### src/pnt_pkg.sv
// ----------------------------------------------------------------------------
// pnt_pkg
// Shared types and constants of the gradient-noise turbulence unit.
// ----------------------------------------------------------------------------
package pnt_pkg;

    localparam int TABLE_SIZE      = 256;
    localparam int IDX_W           = $clog2(TABLE_SIZE);
    localparam int FRAC_BITS       = 16;
    localparam int MAX_OCTAVES_DEF = 8;
    localparam int OCT_W           = 5;
    localparam int OUT_W           = 17;
    localparam int OP_A_W          = 22;
    localparam int OP_B_W          = 19;
    localparam int PROD_W          = OP_A_W + OP_B_W;
    localparam int ACC_W           = 44;
    localparam int SUM_W           = 23;
    localparam int JOBQ_DEPTH      = 4;

    localparam logic [OUT_W-1:0] OUT_MAX = {OUT_W{1'b1}};

    localparam logic [2:0] CMD_GRAD   = 3'd0;
    localparam logic [2:0] CMD_PERM_X = 3'd1;
    localparam logic [2:0] CMD_PERM_Y = 3'd2;
    localparam logic [2:0] CMD_PERM_Z = 3'd3;
    localparam logic [2:0] CMD_EVAL   = 3'd4;

    typedef enum logic [2:0] {
        JOB_GRAD,
        JOB_PERM_X,
        JOB_PERM_Y,
        JOB_PERM_Z,
        JOB_EVAL
    } t_job_kind;

    typedef struct packed {
        t_job_kind          kind;
        logic [IDX_W-1:0]   idx;
        logic signed [15:0] gx;
        logic signed [15:0] gy;
        logic signed [15:0] gz;
        logic [7:0]         pv;
        logic [31:0]        px;
        logic [31:0]        py;
        logic [31:0]        pz;
        logic [OCT_W-1:0]   oct;
    } t_job;

    typedef enum logic [3:0] {
        ST_IDLE,
        ST_FADE_SQ,
        ST_FADE_MUL,
        ST_FADE_CAP,
        ST_PERM,
        ST_GRAD,
        ST_DOT_X,
        ST_DOT_Y,
        ST_DOT_Z,
        ST_DOT_CAP,
        ST_LERP_A,
        ST_LERP_B,
        ST_LERP_CAP,
        ST_ACCUM,
        ST_DONE
    } t_state;

endpackage

### src/pnt_front.sv
// ----------------------------------------------------------------------------
// pnt_front
// Accepts input items, sorts out the command and queues jobs for the core.
// ----------------------------------------------------------------------------
module pnt_front #(
    parameter int MAX_OCTAVES = pnt_pkg::MAX_OCTAVES_DEF,
    parameter int DEPTH       = pnt_pkg::JOBQ_DEPTH
) (
    input  logic                   i_clk,
    input  logic                   i_rst_n,
    input  logic                   push,
    output logic                   full,
    input  logic [2:0]             i_cmd,
    input  logic [7:0]             i_table_index,
    input  logic signed [15:0]     i_grad_x,
    input  logic signed [15:0]     i_grad_y,
    input  logic signed [15:0]     i_grad_z,
    input  logic [7:0]             i_perm_value,
    input  logic signed [31:0]     i_point_x,
    input  logic signed [31:0]     i_point_y,
    input  logic signed [31:0]     i_point_z,
    input  logic [3:0]             i_octaves,
    output logic                   o_job_valid,
    output pnt_pkg::t_job          o_job,
    input  logic                   i_job_pop
);

    localparam int PTR_W = $clog2(DEPTH);

    pnt_pkg::t_job    r_mem [DEPTH];
    logic [PTR_W-1:0] r_wr, r_rd;
    logic [PTR_W:0]   r_cnt;
    logic [PTR_W:0]   n_cnt;

    pnt_pkg::t_job    w_job;
    logic             w_known;
    logic             w_enq;
    logic             w_deq;

    always_comb begin
        w_job      = '0;
        w_known    = 1'b1;
        w_job.idx  = i_table_index[pnt_pkg::IDX_W-1:0];
        w_job.gx   = i_grad_x;
        w_job.gy   = i_grad_y;
        w_job.gz   = i_grad_z;
        w_job.pv   = i_perm_value;
        w_job.px   = i_point_x;
        w_job.py   = i_point_y;
        w_job.pz   = i_point_z;
        if ({1'b0, i_octaves} > pnt_pkg::OCT_W'(MAX_OCTAVES)) begin
            w_job.oct = pnt_pkg::OCT_W'(MAX_OCTAVES);
        end else begin
            w_job.oct = {1'b0, i_octaves};
        end
        unique case (i_cmd)
            pnt_pkg::CMD_GRAD:   w_job.kind = pnt_pkg::JOB_GRAD;
            pnt_pkg::CMD_PERM_X: w_job.kind = pnt_pkg::JOB_PERM_X;
            pnt_pkg::CMD_PERM_Y: w_job.kind = pnt_pkg::JOB_PERM_Y;
            pnt_pkg::CMD_PERM_Z: w_job.kind = pnt_pkg::JOB_PERM_Z;
            pnt_pkg::CMD_EVAL:   w_job.kind = pnt_pkg::JOB_EVAL;
            default: begin
                // Unknown commands are taken and dropped.
                w_job.kind = pnt_pkg::JOB_EVAL;
                w_known    = 1'b0;
            end
        endcase
    end

    assign full        = (r_cnt == (PTR_W+1)'(DEPTH));
    assign w_enq       = push && !full && w_known;
    assign o_job_valid = (r_cnt != '0);
    assign o_job       = r_mem[r_rd];
    assign w_deq       = i_job_pop && o_job_valid;

    always_comb begin
        n_cnt = r_cnt;
        if (w_enq && !w_deq) begin
            n_cnt = r_cnt + 1'b1;
        end else if (!w_enq && w_deq) begin
            n_cnt = r_cnt - 1'b1;
        end
    end

    always_ff @(posedge i_clk) begin
        if (!i_rst_n) begin
            r_wr  <= '0;
            r_rd  <= '0;
            r_cnt <= '0;
        end else begin
            r_cnt <= n_cnt;
            if (w_enq) begin
                r_wr <= r_wr + 1'b1;
            end
            if (w_deq) begin
                r_rd <= r_rd + 1'b1;
            end
        end
    end

    always_ff @(posedge i_clk) begin
        if (w_enq) begin
            r_mem[r_wr] <= w_job;
        end
    end

endmodule

### config.mk
export PLATFORM = sky130hd
export DESIGN_NAME = pnt_front
export DESIGN_NICKNAME = d
export VERILOG_FILES = /design/src/pnt_pkg.sv /design/src/pnt_front.sv
export SDC_FILE = /design/constraint.sdc
export NUM_CORES = 1
export LEC_CHECK = 0
export ABC_AREA = 1
export BUFFER_PORTS_ARGS = -buffer_cell sky130_fd_sc_hd__clkbuf_2
export CELL_PAD_IN_SITES_DETAIL_PLACEMENT = 1
export CELL_PAD_IN_SITES_GLOBAL_PLACEMENT = 2
export CORE_UTILIZATION = 37
export DETAILED_ROUTE_END_ITERATION = 8
export MAX_ROUTING_LAYER = met4
export PLACE_DENSITY = 0.76
export SETUP_SLACK_MARGIN = 0.3
export SYNTH_ARGS = -nofsm -noshare
export SYNTH_HDL_FRONTEND = slang
export SYNTH_SLANG_ARGS = --single-unit
export TNS_END_PERCENT = 1
### constraint.sdc
create_clock -name i_clk -period 8.2 [get_ports i_clk]
set_input_delay 0.82 -clock i_clk [delete_from_list [all_inputs] [get_ports i_clk]]
set_output_delay 0.82 -clock i_clk [all_outputs]
set_load 0.02 [all_outputs]
# == Word-level counts from Yosys, hierarchy flattened ==
# Memory sizes are Yosys's and may differ from the RTL's. A register that Yosys moved wholly into a read port is not among the register bits.
# Cells that the tools add are included.
# classes
n_reduce_logical,12
n_eq_ne,5
add_sub_neg,4
muxes,9
n_lt_le_gt_ge,1
# ops
operator,count
3-bit one-hot mux with 4 select lines,1
3-bit by 2-bit equality test with 1-bit output (second input constant),2
3-bit equality test (second input constant),2
3-bit 2-to-1 mux,2
1-bit logical AND,5
5-bit OR reduction,1
2-bit by 1-bit adder with 2-bit output (second input constant),2
4-bit > comparator (second input constant),1
2-bit 2-to-1 mux,2
4-bit 2-to-1 mux,1
3-bit by 1-bit adder with 3-bit output (second input constant),1
3-bit by 1-bit equality test with 1-bit output (second input constant),1
1-bit logical NOT,3
3-bit logical NOT,1
1-bit 2-to-1 mux,3
3-bit nonzero test,1
3-bit by 1-bit subtractor with 3-bit output (second input constant),1
2-bit nonzero test,1
# word_totals
inputBits,171
register_bits,7
out_inout_bits,170
ramBits,668
word_cells,35
memories,1
# memory_table
memory,words,width,rd,rd_clocked_by_memory_dff,write_ports,line,text
r_mem,4,167,1,1,1,pnt_front.sv:30,pnt_pkg::t_job r_mem [DEPTH];

# == Longest topological paths before layout ==
# depth
word_depth,8
mapped_depth,12

# == Worst setup path after synthesis ==
# Ideal clock, no wire load.
# synth_timing
path_type,input-to-reg
start,input i_cmd[0]
end,memory r_mem[0][0] (netlist bit) (enable)
arrival_ps,8267
path_slack_ps,-764
t_required_ps,7503
cell_stages,3
path_cell_list,o21ai_0 -> nand3_1 -> nor2_1
# synth_via
elab_chain_len,6
word_cells_on_any_way,10
# synth_lines
item,line,text
start: declaration,pnt_front.sv:13,"input logic [2:0] i_cmd,"
3-bit by 2-bit equality test with 1-bit output (tied with other cells),pnt_front.sv:56,unique case (i_cmd)
5-bit OR reduction (no line) *,-,
1-bit 2-to-1 mux *,pnt_front.sv:56,
1-bit logical AND *,pnt_front.sv:71,assign w_enq = push && !full && w_known;
1-bit 2-to-1 mux *,pnt_front.sv:102,if (w_enq) begin
1-bit 2-to-1 mux (implied by the code) *,pnt_front.sv:103,r_mem[r_wr] <= w_job;
end: declaration,pnt_front.sv:30,
# Mark *: on every way between the ends. The rest lies on a longest branch, timed or not.

==> results.txt <==
PortBufs -> 339
CP Capture Type -> primary output
Seq cells post-synth -> 677
Die W -> 263 um
Core Region -> 0.0674 mm2
Pins Over Slew Limit -> 0
Commonest non-fill, non-tap cell in the layout -> edfxtp_1
H-tree Lvls -> 3
Die Ht -> 263 um
Reg2reg start -> r_cnt[0]$_SDFFE_PN0P_
Routed WL -> 61700 um
PwrDens -> 321 mW/mm2
Die area -> 0.0694 mm2
Tot GR Track Use -> 0.182
Max Fclk -> 225 MHz
# IOs -> 341
Final std cells w/o fill -> 2955
Area growth syn-to-layout -> 18.2%
Vias in the first global route -> 16400
CTS tree -> done
Cell count after synthesis -> 1702
Clk_lat worst skew -> 610 ps
Worst vdd ir -> 0.257 mV
Mapped Area -> 0.0253 mm2
Rows -> 95
CTS root buffer -> clkbuf_16
Crit path DAT -> 3630 ps
Leakage power -> 10.4 nW
DP HPWL -> 34400 um
Hold-fix buffers, CTS -> 0
Num Clock Sinks -> 677
Largest net degree at the start of global routing -> 216
Final worst setup slack -> 3750 ps
# DRC -> 0
Filler cell count -> 6836
Initial Util -> 0.375
Clock transition at path regs -> 60 ps
First-pass GRT wire length -> 94300 um
Fin Clk Skew -> 16.5 ps
Share of the synthesized area in the top cell type -> 0.793
Hold WS -> 426 ps
Tcrit/Tclk final -> 0.543
Post-layout power -> 0.00961 W
Post-CTS Setup Bufs -> 0
Status -> finished clean
Post-cts resize count -> 0
Slew headroom -> 0.263
TritonCTS buffer count -> 73
Placer Congestion -> 0.748
Mapped Nets -> 1879
Leading area contributor after synthesis -> edfxtp_1
Post-Syn Area per Cell -> 14.9 um2
Register area share after synthesis -> 0.800
Least-Margin Pin Slew -> 1100 ps
Initial antenna violation count -> 10
YS warnings -> 0
Path type of the worst setup path -> reg2out
RSZ-0062 raised after global routing -> false
Commonest cells after routing, fill and taps aside -> edfxtp_1, nor2_1, clkbuf_2, o21ai_0, o22ai_1
Max FO, Critical Path -> 215
Synth top area cells -> edfxtp_1, nor2_1, o21ai_0
Fraction of layout cells with a size suffix above 1 -> 0.222
Global route total overflow -> 0
Post-DRT Antenna Nets -> 0
Worst hold start -> i_point_y[7]
Drt pass-1 iters -> 5
Final min period -> 4450 ps
Initial DRC count -> 830
Finished Core Util -> 0.444
Clock buffer depth -> 3
DP Worst Slack -> 4160 ps
Setup-failing EPs final -> 0
DR vias/cell -> 5.16
Hold Vio Cnt, Final -> 0
Wire per inst -> 20.9 um
Cell count after placement -> 2818
Required @ worst endpoint -> 7380 ps
Critical Path Source Type -> flop
Max-cap check violation count -> 0
Worst hold path type -> in2reg
Distinct cell type count after synthesis -> 24
DR vias -> 15300
Fin nets -> 2197
==> critical path, stage by stage, from the launching register on <==
cell	delay, ps
dfxtp_4	630
buf_12	680
buf_4	780
o21ai_0	190
o22ai_1	240
clkbuf_2	230
==> worst paths after layout <==
kind | to | slack, ps | cells after the start
worst min-delay path | r_mem[0][43]$_DFFE_PP_ | 430 | 1
worst max register to register | r_mem[1][55]$_DFFE_PP_ | 4890 | 6
worst max-delay path | o_job[88] | 3750 | 5
worst min register to register | flop | 500 | 2
==> cells by family after synthesis <==
kind of cell / share of synthesized area
buffers and inverters: 0.0313
XOR/XNOR: 0.000346
adder cells (fa/ha/maj): 0.00326
other: 0.000148
flip-flops: 0.800
AO/OA/AOI/OAI: 0.109
AND/OR/NAND/NOR: 0.0561
==> stage by stage <==
step           setup TNS [ps]  cell area, um2
6_report                    0           29900
2_1_floorplan         -510290           25300
3_5_place_dp                0           27600
4_1_cts                     0           29900
5_1_grt                     0           29900
3_3_place_gp                0           27600
==> where the power goes <==
group | internal, W | leakage [nW] | switching, W
clock network | 0.00183 | 1.12 | 0.00129
logic | 0.000627 | 3.10 | 0.00172
registers | 0.00406 | 6.15 | 0.0000899
==> routing by layer <==
metal | GRT usage | share of wire | vias to the layer above
met1 | 0.200 | 0.40 | 7794
li1 | - | - | 7074
met2 | 0.318 | 0.52 | 326
met4 | 0.0539 | 0.018 | 0
met5 | - | 0 | -
met3 | 0.0518 | 0.065 | 66
==> cell usage after synthesis <==
library cell	instances
a21boi_0	1
a21oi_1	3
buf_2	46
buf_4	10
buf_6	24
clkbuf_1	31
clkbuf_2	1
conb_1	1
dfxtp_1	9
edfxtp_1	668
fa_1	1
ha_1	5
inv_1	22
inv_2	1
inv_6	1
nand2_1	16
nand3_1	4
nand4_1	3
nor2_1	350
o21ai_0	236
o21ai_1	100
o22ai_1	167
or2_2	1
xor2_1	1
==> layout make-up <==
cell class | count | area (um2) | area share
Sequential cell | 677 | 20200 | 0.677
Clock inverter | 33 | 295 | 0.00988
Antenna cell | 10 | 25.0 | 0.000837
Clock buffer | 94 | 1970 | 0.0659
Inverter | 24 | 105 | 0.00352
Timing Repair Buffer | 355 | 1870 | 0.0624
Multi-Input combinational cell | 889 | 4290 | 0.144
Tap cell | 873 | 1090 | 0.0365
==> state kept, by name, indices dropped and copies added, names as in the netlist, named ones only <==
register / count
r_cnt: 3
r_mem: 668
r_rd: 2
r_wr: 2
(Power assumes the default switching activity.)
