`src/pnt_pkg.sv`:
```
// ----------------------------------------------------------------------------
// pnt_pkg
// Shared types and constants of the gradient-noise turbulence unit.
// ----------------------------------------------------------------------------
package pnt_pkg;

    localparam int TABLE_SIZE      = 256;
    localparam int IDX_W           = $clog2(TABLE_SIZE);
    localparam int FRAC_BITS       = 16;
    localparam int MAX_OCTAVES_DEF = 8;
    localparam int OCT_W           = 5;
    localparam int OUT_W           = 17;
    localparam int OP_A_W          = 22;
    localparam int OP_B_W          = 19;
    localparam int PROD_W          = OP_A_W + OP_B_W;
    localparam int ACC_W           = 44;
    localparam int SUM_W           = 23;
    localparam int JOBQ_DEPTH      = 4;

    localparam logic [OUT_W-1:0] OUT_MAX = {OUT_W{1'b1}};

    localparam logic [2:0] CMD_GRAD   = 3'd0;
    localparam logic [2:0] CMD_PERM_X = 3'd1;
    localparam logic [2:0] CMD_PERM_Y = 3'd2;
    localparam logic [2:0] CMD_PERM_Z = 3'd3;
    localparam logic [2:0] CMD_EVAL   = 3'd4;

    typedef enum logic [2:0] {
        JOB_GRAD,
        JOB_PERM_X,
        JOB_PERM_Y,
        JOB_PERM_Z,
        JOB_EVAL
    } t_job_kind;

    typedef struct packed {
        t_job_kind          kind;
        logic [IDX_W-1:0]   idx;
        logic signed [15:0] gx;
        logic signed [15:0] gy;
        logic signed [15:0] gz;
        logic [7:0]         pv;
        logic [31:0]        px;
        logic [31:0]        py;
        logic [31:0]        pz;
        logic [OCT_W-1:0]   oct;
    } t_job;

    typedef enum logic [3:0] {
        ST_IDLE,
        ST_FADE_SQ,
        ST_FADE_MUL,
        ST_FADE_CAP,
        ST_PERM,
        ST_GRAD,
        ST_DOT_X,
        ST_DOT_Y,
        ST_DOT_Z,
        ST_DOT_CAP,
        ST_LERP_A,
        ST_LERP_B,
        ST_LERP_CAP,
        ST_ACCUM,
        ST_DONE
    } t_state;

endpackage

```
`src/pnt_outq.sv`:
```
// ----------------------------------------------------------------------------
// pnt_outq
// Two-entry result queue between the core and the result ports.
// ----------------------------------------------------------------------------
module pnt_outq (
    input  logic                       i_clk,
    input  logic                       i_rst_n,
    input  logic                       i_valid,
    input  logic [pnt_pkg::OUT_W-1:0]  i_data,
    output logic                       o_full,
    output logic                       empty,
    input  logic                       pop,
    output logic [pnt_pkg::OUT_W-1:0]  o_data
);

    logic [pnt_pkg::OUT_W-1:0] r_q0, r_q1;
    logic [1:0]                r_cnt;
    logic                      w_wr, w_rd;

    assign o_full = (r_cnt == 2'd2);
    assign empty  = (r_cnt == 2'd0);
    assign o_data = r_q0;
    assign w_wr   = i_valid && !o_full;
    assign w_rd   = pop && !empty;

    always_ff @(posedge i_clk) begin
        if (!i_rst_n) begin
            r_cnt <= '0;
        end else begin
            r_cnt <= r_cnt + {1'b0, w_wr} - {1'b0, w_rd};
        end
    end

    // Entry 0 is always the oldest result.
    always_ff @(posedge i_clk) begin
        if (w_rd) begin
            r_q0 <= (w_wr && r_cnt == 2'd1) ? i_data : r_q1;
        end else if (w_wr && r_cnt == 2'd0) begin
            r_q0 <= i_data;
        end
        if (w_wr && ((r_cnt == 2'd1 && !w_rd) || (r_cnt == 2'd2))) begin
            r_q1 <= i_data;
        end
    end

endmodule

```
`config.mk`:
```
export PLATFORM = sky130hd
export DESIGN_NAME = pnt_outq
export DESIGN_NICKNAME = d
export VERILOG_FILES = /design/src/pnt_pkg.sv /design/src/pnt_outq.sv
export SDC_FILE = /design/constraint.sdc
export NUM_CORES = 1
export LEC_CHECK = 0
export BUFFER_PORTS_ARGS = -buffer_cell sky130_fd_sc_hd__buf_2
export CORE_MARGIN = 2
export CORE_UTILIZATION = 45
export CTS_CLUSTER_DIAMETER = 30
export DETAILED_ROUTE_END_ITERATION = 8
export PLACE_DENSITY = 0.73
export SYNTH_ARGS = -nofsm -noshare
export SYNTH_HDL_FRONTEND = slang
export SYNTH_SLANG_ARGS = --single-unit
```
`constraint.sdc`:
```
create_clock -name i_clk -period 1.5 [get_ports i_clk]
set_input_delay 0.45 -clock i_clk [delete_from_list [all_inputs] [get_ports i_clk]]
set_output_delay 0.45 -clock i_clk [all_outputs]
set_load 0.1 [all_outputs]
```
### After elaboration in Yosys (flattened, before gate mapping)

Index checks and enable logic that the tools add are counted.

* muxes and demuxes: 3
* reduce and logical (&&, ||, !) cells: 12
* equal/unequal tests: 2
* add/subtract/negate cells: 2

Operators with widths (count)
* 17-bit 2-to-1 mux: 3
* 1-bit logical AND: 6
* 1-bit zero test: 3
* 2-bit by 1-bit adder with 2-bit output: 1
* 2-bit by 1-bit equality test with 1-bit output, second input constant: 1
* 2-bit equality test, second input constant: 1
* 2-bit zero test: 1
* 2-bit nonzero test: 1
* 2-bit by 1-bit subtractor with 2-bit output: 1
* 1-bit logical OR: 1

* flip-flop bits (word level): 36
* word-level logic and storage cells: 22
* input port bits: 21
* output and inout bits: 19

### Depth between registers and ports, before layout

Gate-level depths: netlist of run 1.

* depth after elaboration: 7
* mapped depth: 8
* gate-level depth less buffers: 8

### Least setup slack after synthesis of run 1

OpenSTA, ideal clock, no wires.

* path type: reg-to-reg
* start point: reg r_cnt[1]
* end point: reg r_cnt[1]
* path buffers: 0
* cell stages (with the launch flop): 9
* arrival: 2.787 ns
* period minus slack after synthesis: 2.902 ns
* library setup time: 0.115 ns
* setup slack: -1.402 ns
* data required time: 1.385 ns
* cells stage by stage: dfxtp_1 > nor2_1 > nor2b_1 > ha_1 > inv_1 > ha_1 > xnor2_1 > xnor2_1 > and2_1

* elaborated cells on any way between the ends: 8
* classes of those cells: add/sub: 2; eq/ne: 1; reduce/logical: 5

RTL lines
* from (decl): RTL line pnt_outq.sv:17 `logic [1:0] r_cnt;`
* from (signal assigned): RTL line pnt_outq.sv:30 `r_cnt <= r_cnt + {1'b0, w_wr} - {1'b0, w_rd};`
* 2-bit zero test: RTL line pnt_outq.sv:21 `assign empty = (r_cnt == 2'd0);`
* net empty: RTL line pnt_outq.sv:11 `output logic empty,`
* 1-bit zero test: RTL line pnt_outq.sv:24 `assign w_rd = pop && !empty;`
* 1-bit logical AND: RTL line pnt_outq.sv:24
* 2-bit by 1-bit subtractor with 2-bit output: RTL line pnt_outq.sv:30

The timed path passes the listed nets, and every way through them passes these cells.
A chain may end at the register's enable or synchronous reset.

### Worst setup path after layout of run 1

* start point: reg r_cnt[1]
* end point: reg r_cnt[1]

* longest elaborated chain between the ends: 5
* elaborated cells on any way between the ends: 8
* classes of those cells: add/sub: 2; eq/ne: 1; reduce/logical: 5

RTL lines
* 2-bit equality test: RTL line pnt_outq.sv:20 `assign o_full = (r_cnt == 2'd2);`
* 1-bit zero test: RTL line pnt_outq.sv:23 `assign w_wr = i_valid && !o_full;`
* 1-bit logical AND: RTL line pnt_outq.sv:23
* 2-bit by 1-bit adder with 2-bit output: RTL line pnt_outq.sv:30
* 2-bit by 1-bit subtractor with 2-bit output *: RTL line pnt_outq.sv:30

Mark *: on every way between the ends. The rest lies on a longest branch, timed or not.

==> flow_metrics.env, run 1 <==
export IMPL_status="complete, but fails checks"
export IMPL_violations="setup timing"
export IMPL_postCtsHoldBufs=0
export IMPL_synth_top_cell_by_area="edfxtp_1"
export IMPL_grt_pass1_wl_um=3843
export IMPL_required_ns=1.73
export IMPL_fin_crit_ns=1.674
export IMPL_async_reset_ff_share_pct=0
export IMPL_dieArea_sq_um=3678
export IMPL_hold_viol_final=0
export IMPL_diodes=0
export IMPL_syn_nets=92
export IMPL_io_pin_count=40
export IMPL_cts_tree="done"
export IMPL_core_area_sq_um=3053
export IMPL_synthTopCellsByCount="edfxtp_1, mux2_4, mux2_2"
export IMPL_crit_type="flip-flop to flip-flop"
export IMPL_clock_skew_ns=0.008531
export IMPL_die_y_um=60.65
export IMPL_synth_top_flop_cell="edfxtp_1"
export IMPL_relSlewSlack_pct=81.39
export IMPL_cts_buffers=5
export IMPL_rsz0062_at_grt="yes"
export IMPL_drtAntennaViolNets=0
export IMPL_placement_io_buffers=39
export IMPL_cp_max_fo=2
export IMPL_yosysTopAreaCellShare_pct=70.71
export IMPL_ys_ff_latch=36
export IMPL_viasPerCell=4.511
export IMPL_finalInstanceArea_sq_um=2100
export IMPL_routed_wl_um=2443
export IMPL_startpoint_type="flip-flop"
export IMPL_clk_pin_slew_ns=0.10
export IMPL_grt_use_total_pct=15.34
export IMPL_setup_slack_ns=-0.1739
export IMPL_drv_cap=0
export IMPL_synth_area_leaders="edfxtp_1, mux2_4, mux2_2"
export IMPL_fp_dieW_um=60.65
export IMPL_synthCells=69
export IMPL_yosysWarnings=0
export IMPL_slew_violations=0
export IMPL_cp_end_kind="flip-flop"
export IMPL_dr_pass1_iters=4
export IMPL_synth_cell_type_count=16
export IMPL_holdCritPathClass="primary input to flip-flop"
export IMPL_yosysMostFrequentCell="edfxtp_1"
export IMPL_wl_per_cell_um=14.04
export IMPL_fp_row_count=20
export IMPL_netlist_area_sq_um=1444
export IMPL_tightest_slew_ns=0.2815
export IMPL_clockRootBuffer="clkbuf_4"
export IMPL_n_fill_cell=213
export IMPL_finalSetupViolCount=20
export IMPL_grt_overflow_total=0
export IMPL_drt_iter0_drc=12
export IMPL_grt_pass1_vias=838
export IMPL_gp_congestion=0.6379
export IMPL_cts_sinks=36
export IMPL_remaining_drc_errors=0
export IMPL_clk_path_buf_depth=2
export IMPL_arrival_ns=1.90
export IMPL_finalCritPeriodShare_pct=111.6
export IMPL_vias=785
export IMPL_timing_fmax_mhz=597.4
export IMPL_start_util_pct=47.30
export IMPL_area_delta_synth_final_pct=45.41
export IMPL_grt_max_degree=18
export IMPL_htree_levels=2
export IMPL_dp_hpwl_um=1696
export IMPL_fin_nets=153
export IMPL_synth_edf_count=34
export IMPL_antenna_found_initial=0
export IMPL_seq_area_frac_synth_pct=73.48
export IMPL_drive_above_1_share_pct=68.46
export IMPL_clk_insertion_delay_late_ns=0.33
export IMPL_placed_area_sq_um=1891
export IMPL_synth_avg_cell_area_sq_um=20.93
==> per-stage QoR <==
stage          TNS, ns  util, %  setup slack [ns]  std cells  hold WS (ns)
2_1_floorplan   -1.321        -           -0.4682         69        0.5247
5_1_grt         -2.541    68.77           -0.2301        174        0.2768
6_report        -1.724    68.77           -0.1739        174        0.3055
4_1_cts         -2.462    67.75           -0.1753        172        0.2854
3_3_place_gp    -1.734    61.93           -0.2051        161        0.5283
3_5_place_dp    -2.313    61.93           -0.2712        161        0.5327
==> layout by cell type (no fill, tap or decap), drive strengths merged, types with 2 or more instances in the layout <==
master / count
buf: 55
edfxtp: 34
mux2: 17
clkbuf: 5
nor2b: 3
and2: 2
clkinv: 2
dfxtp: 2
xnor2: 2
ha: 2
==> cells by family (layout without fill, tap and decap cells) <==
family,Yosys count,in the layout,synth area share (%)
flops,36,36,73.48
xor+xnor,2,2,1.213
fa+ha+maj,2,2,1.733
simple gates,8,8,4.332
buf+inv,2,63,1.646
compound gates,2,2,1.734
mux,17,17,15.86
==> cell type report <==
type / instances / area (sq um) / area share, %
clock buffer: 5 / 37.54 / 1.788
clock inverter: 2 / 7.507 / 0.3576
inverter: 1 / 3.754 / 0.1788
multi-input combinational: 31 / 425.4 / 20.26
sequential: 36 / 1069 / 50.89
tap: 44 / 55.05 / 2.622
timing repair buffer: 55 / 501.7 / 23.90
==> timing repair <==
action                                  in CTS  in global routing
endpoints found under the setup margin      29                 21
cloned                                       1                  0
pin swaps                                    5                  4
endpoints found under the hold margin        0                  0
resized for setup                           22                  6
setup buffers                                3                  2
==> worst max-delay path, cell delays in order, from the launching register on <==
cell and delay, ns:
dfxtp_4 0.35, nor2b_4 0.12, or2b_1 0.22, ha_1 0.29, inv_2 0.05, ha_4 0.15, xnor2_2 0.13, xnor2_1 0.12
and2_1 0.13
==> final timing paths <==
check | start | endpoint | slack (ns) | depth (start not counted)
max | r_cnt[1]$_SDFF_PN0_ | r_cnt[1]$_SDFF_PN0_ | -0.17 | 8
min | i_data[8] | r_q1[8]$_DFFE_PP_ | 0.31 | 1
max reg2reg | r_cnt[1]$_SDFF_PN0_ | r_cnt[1]$_SDFF_PN0_ | -0.17 | 8
min reg2reg | r_q1[11]$_DFFE_PP_ | o_data[11]$_DFFE_PP_ | 0.56 | 1
==> flip-flops by register name, indices dropped and copies added, names as in the netlist <==
signal	cells
o_data	17
r_cnt	2
r_q1	17
==> routing by layer <==
metal  up-vias  wire length [um]  GRT usage (%)
met4         0                53          7.453
met3         6               163          6.823
li1        388                 -              -
met5         -                 0              0
met1       363              1070          19.69
met2        28              1156          22.27
Power of run 1 is not shown: default switching activity piles up to over one toggle a cycle in this logic, so the estimate is an artifact.
==> run 2, diff against run 1 <==
Settings changed: CORE_UTILIZATION 45 to 50, PLACE_DENSITY 0.73 to 0.77.
Clock period 1.5 ns to 1.9 ns, I/O delays scaled along.
==> run 2 against run 1 <==
  * The flow now finishes without violations
  * Utilization shrank 3.6 points
  * Cell count is 14% lower
  * First-iteration DRC count grew 130%
  * Global-route usage fell by 0.066 points
  * Worst hold slack gained 0.12 ns
  * Design area fell by 14%
  * Sequential cell count unchanged
  * Die area down 9.4%
  * Largest cell class unchanged
  * Highest routed layer unchanged
==> flow_metrics.env, run 2 (synthesis results as in run 1) <==
export IMPL_clk_path_buf_depth=2
export IMPL_diodes=0
export IMPL_finalCritPeriodShare_pct=95.75
export IMPL_clockRootBuffer="clkbuf_4"
export IMPL_grt_pass1_vias=803
export IMPL_dieArea_sq_um=3333
export IMPL_io_pin_count=40
export IMPL_finalInstanceArea_sq_um=1797
export IMPL_remaining_drc_errors=0
export IMPL_vias=762
export IMPL_fp_dieW_um=57.74
export IMPL_fp_row_count=19
export IMPL_antenna_found_initial=0
export IMPL_fin_crit_ns=1.819
export IMPL_crit_type="flip-flop to primary output"
export IMPL_viasPerCell=5.080
export IMPL_placement_io_buffers=39
export IMPL_area_delta_synth_final_pct=24.44
export IMPL_r2r_start="r_cnt[1]$_SDFF_PN0_"
export IMPL_routed_wl_um=2122
export IMPL_min_path_cells=1
export IMPL_mostFrequentLayoutCells="buf_2, edfxtp_1, mux2_4, mux2_2, clkbuf_4"
export IMPL_cp_slowest_cell="buf_2"
export IMPL_critPathBufInv=1
export IMPL_worstReg2RegEnd="r_cnt[1]$_SDFF_PN0_"
export IMPL_clock_skew_ns=0.005378
export IMPL_finalSetupViolCount=0
export IMPL_grt_overflow_total=0
export IMPL_holdCritPathClass="primary input to flip-flop"
export IMPL_final_common_cell="buf_2"
export IMPL_drive_above_1_share_pct=63.03
export IMPL_rsz0062_at_grt="no"
export IMPL_status="finished clean"
export IMPL_core_area_sq_um=2758
export IMPL_max_stage_delay_ns=0.43
export IMPL_grt_max_degree=18
export IMPL_setup_slack_ns=0.08081
export IMPL_reg2regPathDepth=8
export IMPL_start_util_pct=52.36
export IMPL_cp_max_fo=5
export IMPL_cpLargestDelayFamily="buffers and inverters"
export IMPL_clk_insertion_delay_late_ns=0.32
export IMPL_ff_latch_area_sq_um=1069
export IMPL_gp_congestion=0.7418
export IMPL_crit_chain="nor2_4 -> buf_2"
export IMPL_rrSetupSlack_ns=0.20
export IMPL_die_y_um=57.74
export IMPL_grt_pass1_wl_um=3684
export IMPL_placed_area_sq_um=1745
export IMPL_hold_path_end="r_q1[15]$_DFFE_PP_"
export IMPL_drt_iter0_drc=28
export IMPL_hold_viol_final=0
export IMPL_drtAntennaViolNets=0
export IMPL_fin_tns_setup_ns=0
export IMPL_required_ns=1.33
export IMPL_grt_use_total_pct=15.27
export IMPL_fin_nets=141
export IMPL_relSlewSlack_pct=67.46
export IMPL_crit_cells=2
export IMPL_hp_start="i_data[15]"
export IMPL_cts_tree="done"
export IMPL_cts_sinks=36
export IMPL_dr_pass1_iters=4
export IMPL_drv_cap=0
export IMPL_cts_buffers=5
export IMPL_place_ws_ns=0.01102
export IMPL_slew_violations=0
export IMPL_postCtsSetupBuffers=0
export IMPL_multi_input_area_sq_um=384.1
export IMPL_tightest_slew_ns=0.4915
export IMPL_timing_fmax_mhz=549.7
export IMPL_cp_end_kind="primary output"
export IMPL_htree_levels=2
export IMPL_wl_per_cell_um=14.15
export IMPL_startpoint_type="flip-flop"
export IMPL_n_fill_cell=206
export IMPL_clk_pin_slew_ns=0.10
export IMPL_arrival_ns=1.25
export IMPL_crit_start="r_cnt[0]$_SDFF_PN0_"
## run 2: what timing repair did
action / CTS / global route
resized for setup: 0 / 1
hold buffers: 0 / 0
setup endpoints to repair: 0 / 1
## run 2: how the worst max path moves through the flow
stage	end	slack (ns)
2_1_floorplan	r_cnt[1]$_SDFF_PN0_	-0.07
3_3_place_gp	r_cnt[1]$_SDFF_PN0_	0.07
3_5_place_dp	r_cnt[1]$_SDFF_PN0_	0.01
4_1_cts	o_full	0.007
5_1_grt	empty	0.008
6_report	empty	0.08
## run 2: stage by stage
step	cells	utilization, %	hold slack [ns]
finish	150	65.15	0.4287
CTS	150	65.06	0.4139
detailed placement	142	63.29	0.5332
global route	150	65.15	0.4032
floorplan	69	-	0.5247
global placement	142	63.29	0.5293
## run 2: per-layer routing
metal | share of wire (%) | wire (um) | up-vias | GRT usage, %
met1 | 38 | 807 | 369 | 16.67
met2 | 54 | 1143 | 24 | 25.65
met3 | 6.9 | 146 | 5 | 6.920
met4 | 1.1 | 24 | 0 | 6.645
met5 | 0 | 0 | - | 0
li1 | - | - | 364 | -
## run 2: layout make-up
cell class                      instances  area share, %
Multi-Input combinational cell         31          21.38
Timing Repair Buffer                   43          14.07
Inverter                                1         0.2089
Sequential cell                        36          59.47
Clock buffer                            7          2.507
Tap cell                               31          2.159
Clock inverter                          1         0.2089
Power of run 2 is left out for the same reason.
==> run 3, diff against run 2 <==
Settings changed: ABC_AREA from default to 1.
==> run 3 against run 2 <==
  * Cell count up 29%
  * Synthesized area barely moved
  * Highest routed layer unchanged
  * Critical endpoint is now o_full
  * First-iteration DRC count down 29%
  * Maximum frequency rose by 0.67%
==> flow_metrics.env, run 3 <==
export IMPL_grt_overflow_total=0
export IMPL_relSlewSlack_pct=67.65
export IMPL_rsz0062_at_grt="no"
export IMPL_htree_levels=2
export IMPL_drt_iter0_drc=20
export IMPL_cp_slowest_cell="dfxtp_1"
export IMPL_drtAntennaViolNets=0
export IMPL_synth_top_flop_cell="edfxtp_1"
export IMPL_synth_cell_type_count=16
export IMPL_n_fill_cell=219
export IMPL_placed_area_sq_um=1753
export IMPL_antenna_found_initial=0
export IMPL_remaining_drc_errors=0
export IMPL_synthCells=114
export IMPL_start_util_pct=52.31
export IMPL_area_delta_synth_final_pct=24.81
export IMPL_core_area_sq_um=2758
export IMPL_fin_crit_ns=1.807
export IMPL_post_route_util_pct=65.29
export IMPL_yosysTopAreaCellShare_pct=70.77
export IMPL_synthTopCellsByCount="nand2_1, edfxtp_1, nand3_1, inv_1, nor2_1"
export IMPL_startpoint_type="flip-flop"
export IMPL_vias=1000
export IMPL_synth_avg_cell_area_sq_um=12.65
export IMPL_yosysWarnings=0
export IMPL_clockRootBuffer="clkbuf_4"
export IMPL_timing_fmax_mhz=553.4
export IMPL_postCtsHoldBufs=0
export IMPL_routed_wl_um=2822
export IMPL_cp_max_fo=5
export IMPL_grt_pass1_vias=991
export IMPL_fin_cells=193
export IMPL_die_y_um=57.72
export IMPL_drv_cap=0
export IMPL_cts_buffers=5
export IMPL_finalCritPeriodShare_pct=95.11
export IMPL_synth_top_cell_by_area="edfxtp_1"
export IMPL_mostFrequentLayoutCells="nand2_1, buf_2, edfxtp_1, nand3_1, buf_4"
export IMPL_io_pin_count=40
export IMPL_clk_pin_slew_ns=0.10
export IMPL_grt_max_degree=19
export IMPL_clk_path_buf_depth=2
export IMPL_required_ns=1.33
export IMPL_gp_congestion=0.7602
export IMPL_arrival_ns=1.24
export IMPL_crit_type="flip-flop to primary output"
export IMPL_hold_viol_final=0
export IMPL_dieArea_sq_um=3331
export IMPL_clk_insertion_delay_late_ns=0.33
export IMPL_finalSetupViolCount=0
export IMPL_cp_end_kind="primary output"
export IMPL_finalInstanceArea_sq_um=1800
export IMPL_rrSetupSlack_ns=0.22
export IMPL_yosysMostFrequentCell="nand2_1"
export IMPL_max_stage_delay_ns=0.39
export IMPL_grt_pass1_wl_um=4381
export IMPL_fin_nets=185
export IMPL_crit_chain="inv_1 -> nor2_2 -> buf_4"
export IMPL_dpl_cell_count=186
export IMPL_holdCritPathClass="primary input to flip-flop"
export IMPL_ys_ff_latch=36
export IMPL_diodes=0
export IMPL_cts_tree="done"
export IMPL_tightest_slew_ns=0.4885
export IMPL_dr_pass1_iters=4
export IMPL_wl_per_cell_um=14.62
export IMPL_netlist_area_sq_um=1443
export IMPL_synth_edf_count=34
export IMPL_dp_hpwl_um=1976
export IMPL_cts_sinks=36
export IMPL_clock_skew_ns=0.005480
export IMPL_slew_violations=0
export IMPL_async_reset_ff_share_pct=0
export IMPL_status="finished clean"
export IMPL_syn_nets=137
export IMPL_seq_area_frac_synth_pct=73.55
export IMPL_fp_row_count=19
export IMPL_drive_above_1_share_pct=38.89
export IMPL_viasPerCell=5.181
export IMPL_postCtsSetupBuffers=0
export IMPL_synth_area_leaders="edfxtp_1, nand2_1, nand3_1"
export IMPL_grt_use_total_pct=18.09
export IMPL_fp_dieW_um=57.72
export IMPL_placement_io_buffers=39
## run 3: per-stage QoR
step	TNS [ns]	hold WS, ns	worst slack (ns)
finish	0	0.4273	0.09300
global placement	0	0.5266	0.2233
detailed placement	0	0.5368	0.1320
global route	0	0.4078	0.03050
floorplan	-0.1169	0.5213	-0.1157
CTS	0	0.4152	0.08627
## run 3: critical path, delay by kind of cell (launching register included)
family        cells  cell delay (ns)
buf+inv           2             0.42
simple gates      1             0.10
flops             1             0.39
## run 3: repair_timing
action,4_1_cts,5_1_grt
resized for setup,1,0
endpoints found under the setup margin,1,0
hold endpoints to repair,0,0
## run 3: logic make-up after synthesis
group / synth area share (%)
AOI/OAI and AO/OA: 1.040
adders and majority gates: 1.734
buffers and inverters: 3.209
DFF: 73.55
and+or+nand+nor: 20.47
## run 3: final timing paths
path | depth (start not counted) | from | end
max reg2reg | 10 | r_cnt[1]$_SDFF_PN0_ | r_cnt[1]$_SDFF_PN0_
min reg2reg | 2 | r_q1[6]$_DFFE_PP_ | o_data[6]$_DFFE_PP_
max | 3 | r_cnt[1]$_SDFF_PN0_ | o_full
min | 1 | i_data[13] | r_q1[13]$_DFFE_PP_
## run 3: area by class of cell
cell class,count,area (sq um),share of cell area [%]
timing repair buffer,44,250.2,13.90
sequential,36,1065,59.14
clock buffer,5,37.54,2.085
inverter,6,22.52,1.251
clock inverter,2,7.507,0.4170
tap,31,38.79,2.154
multi-input combinational,69,379.1,21.06
## run 3: per-layer routing
metal | GRT usage [%] | routed length, um
met3 | 4.241 | 173
met4 | 9.635 | 72
met2 | 31.82 | 1515
met1 | 20.27 | 1061
met5 | 0 | 0
Power of run 3 is left out for the same reason.
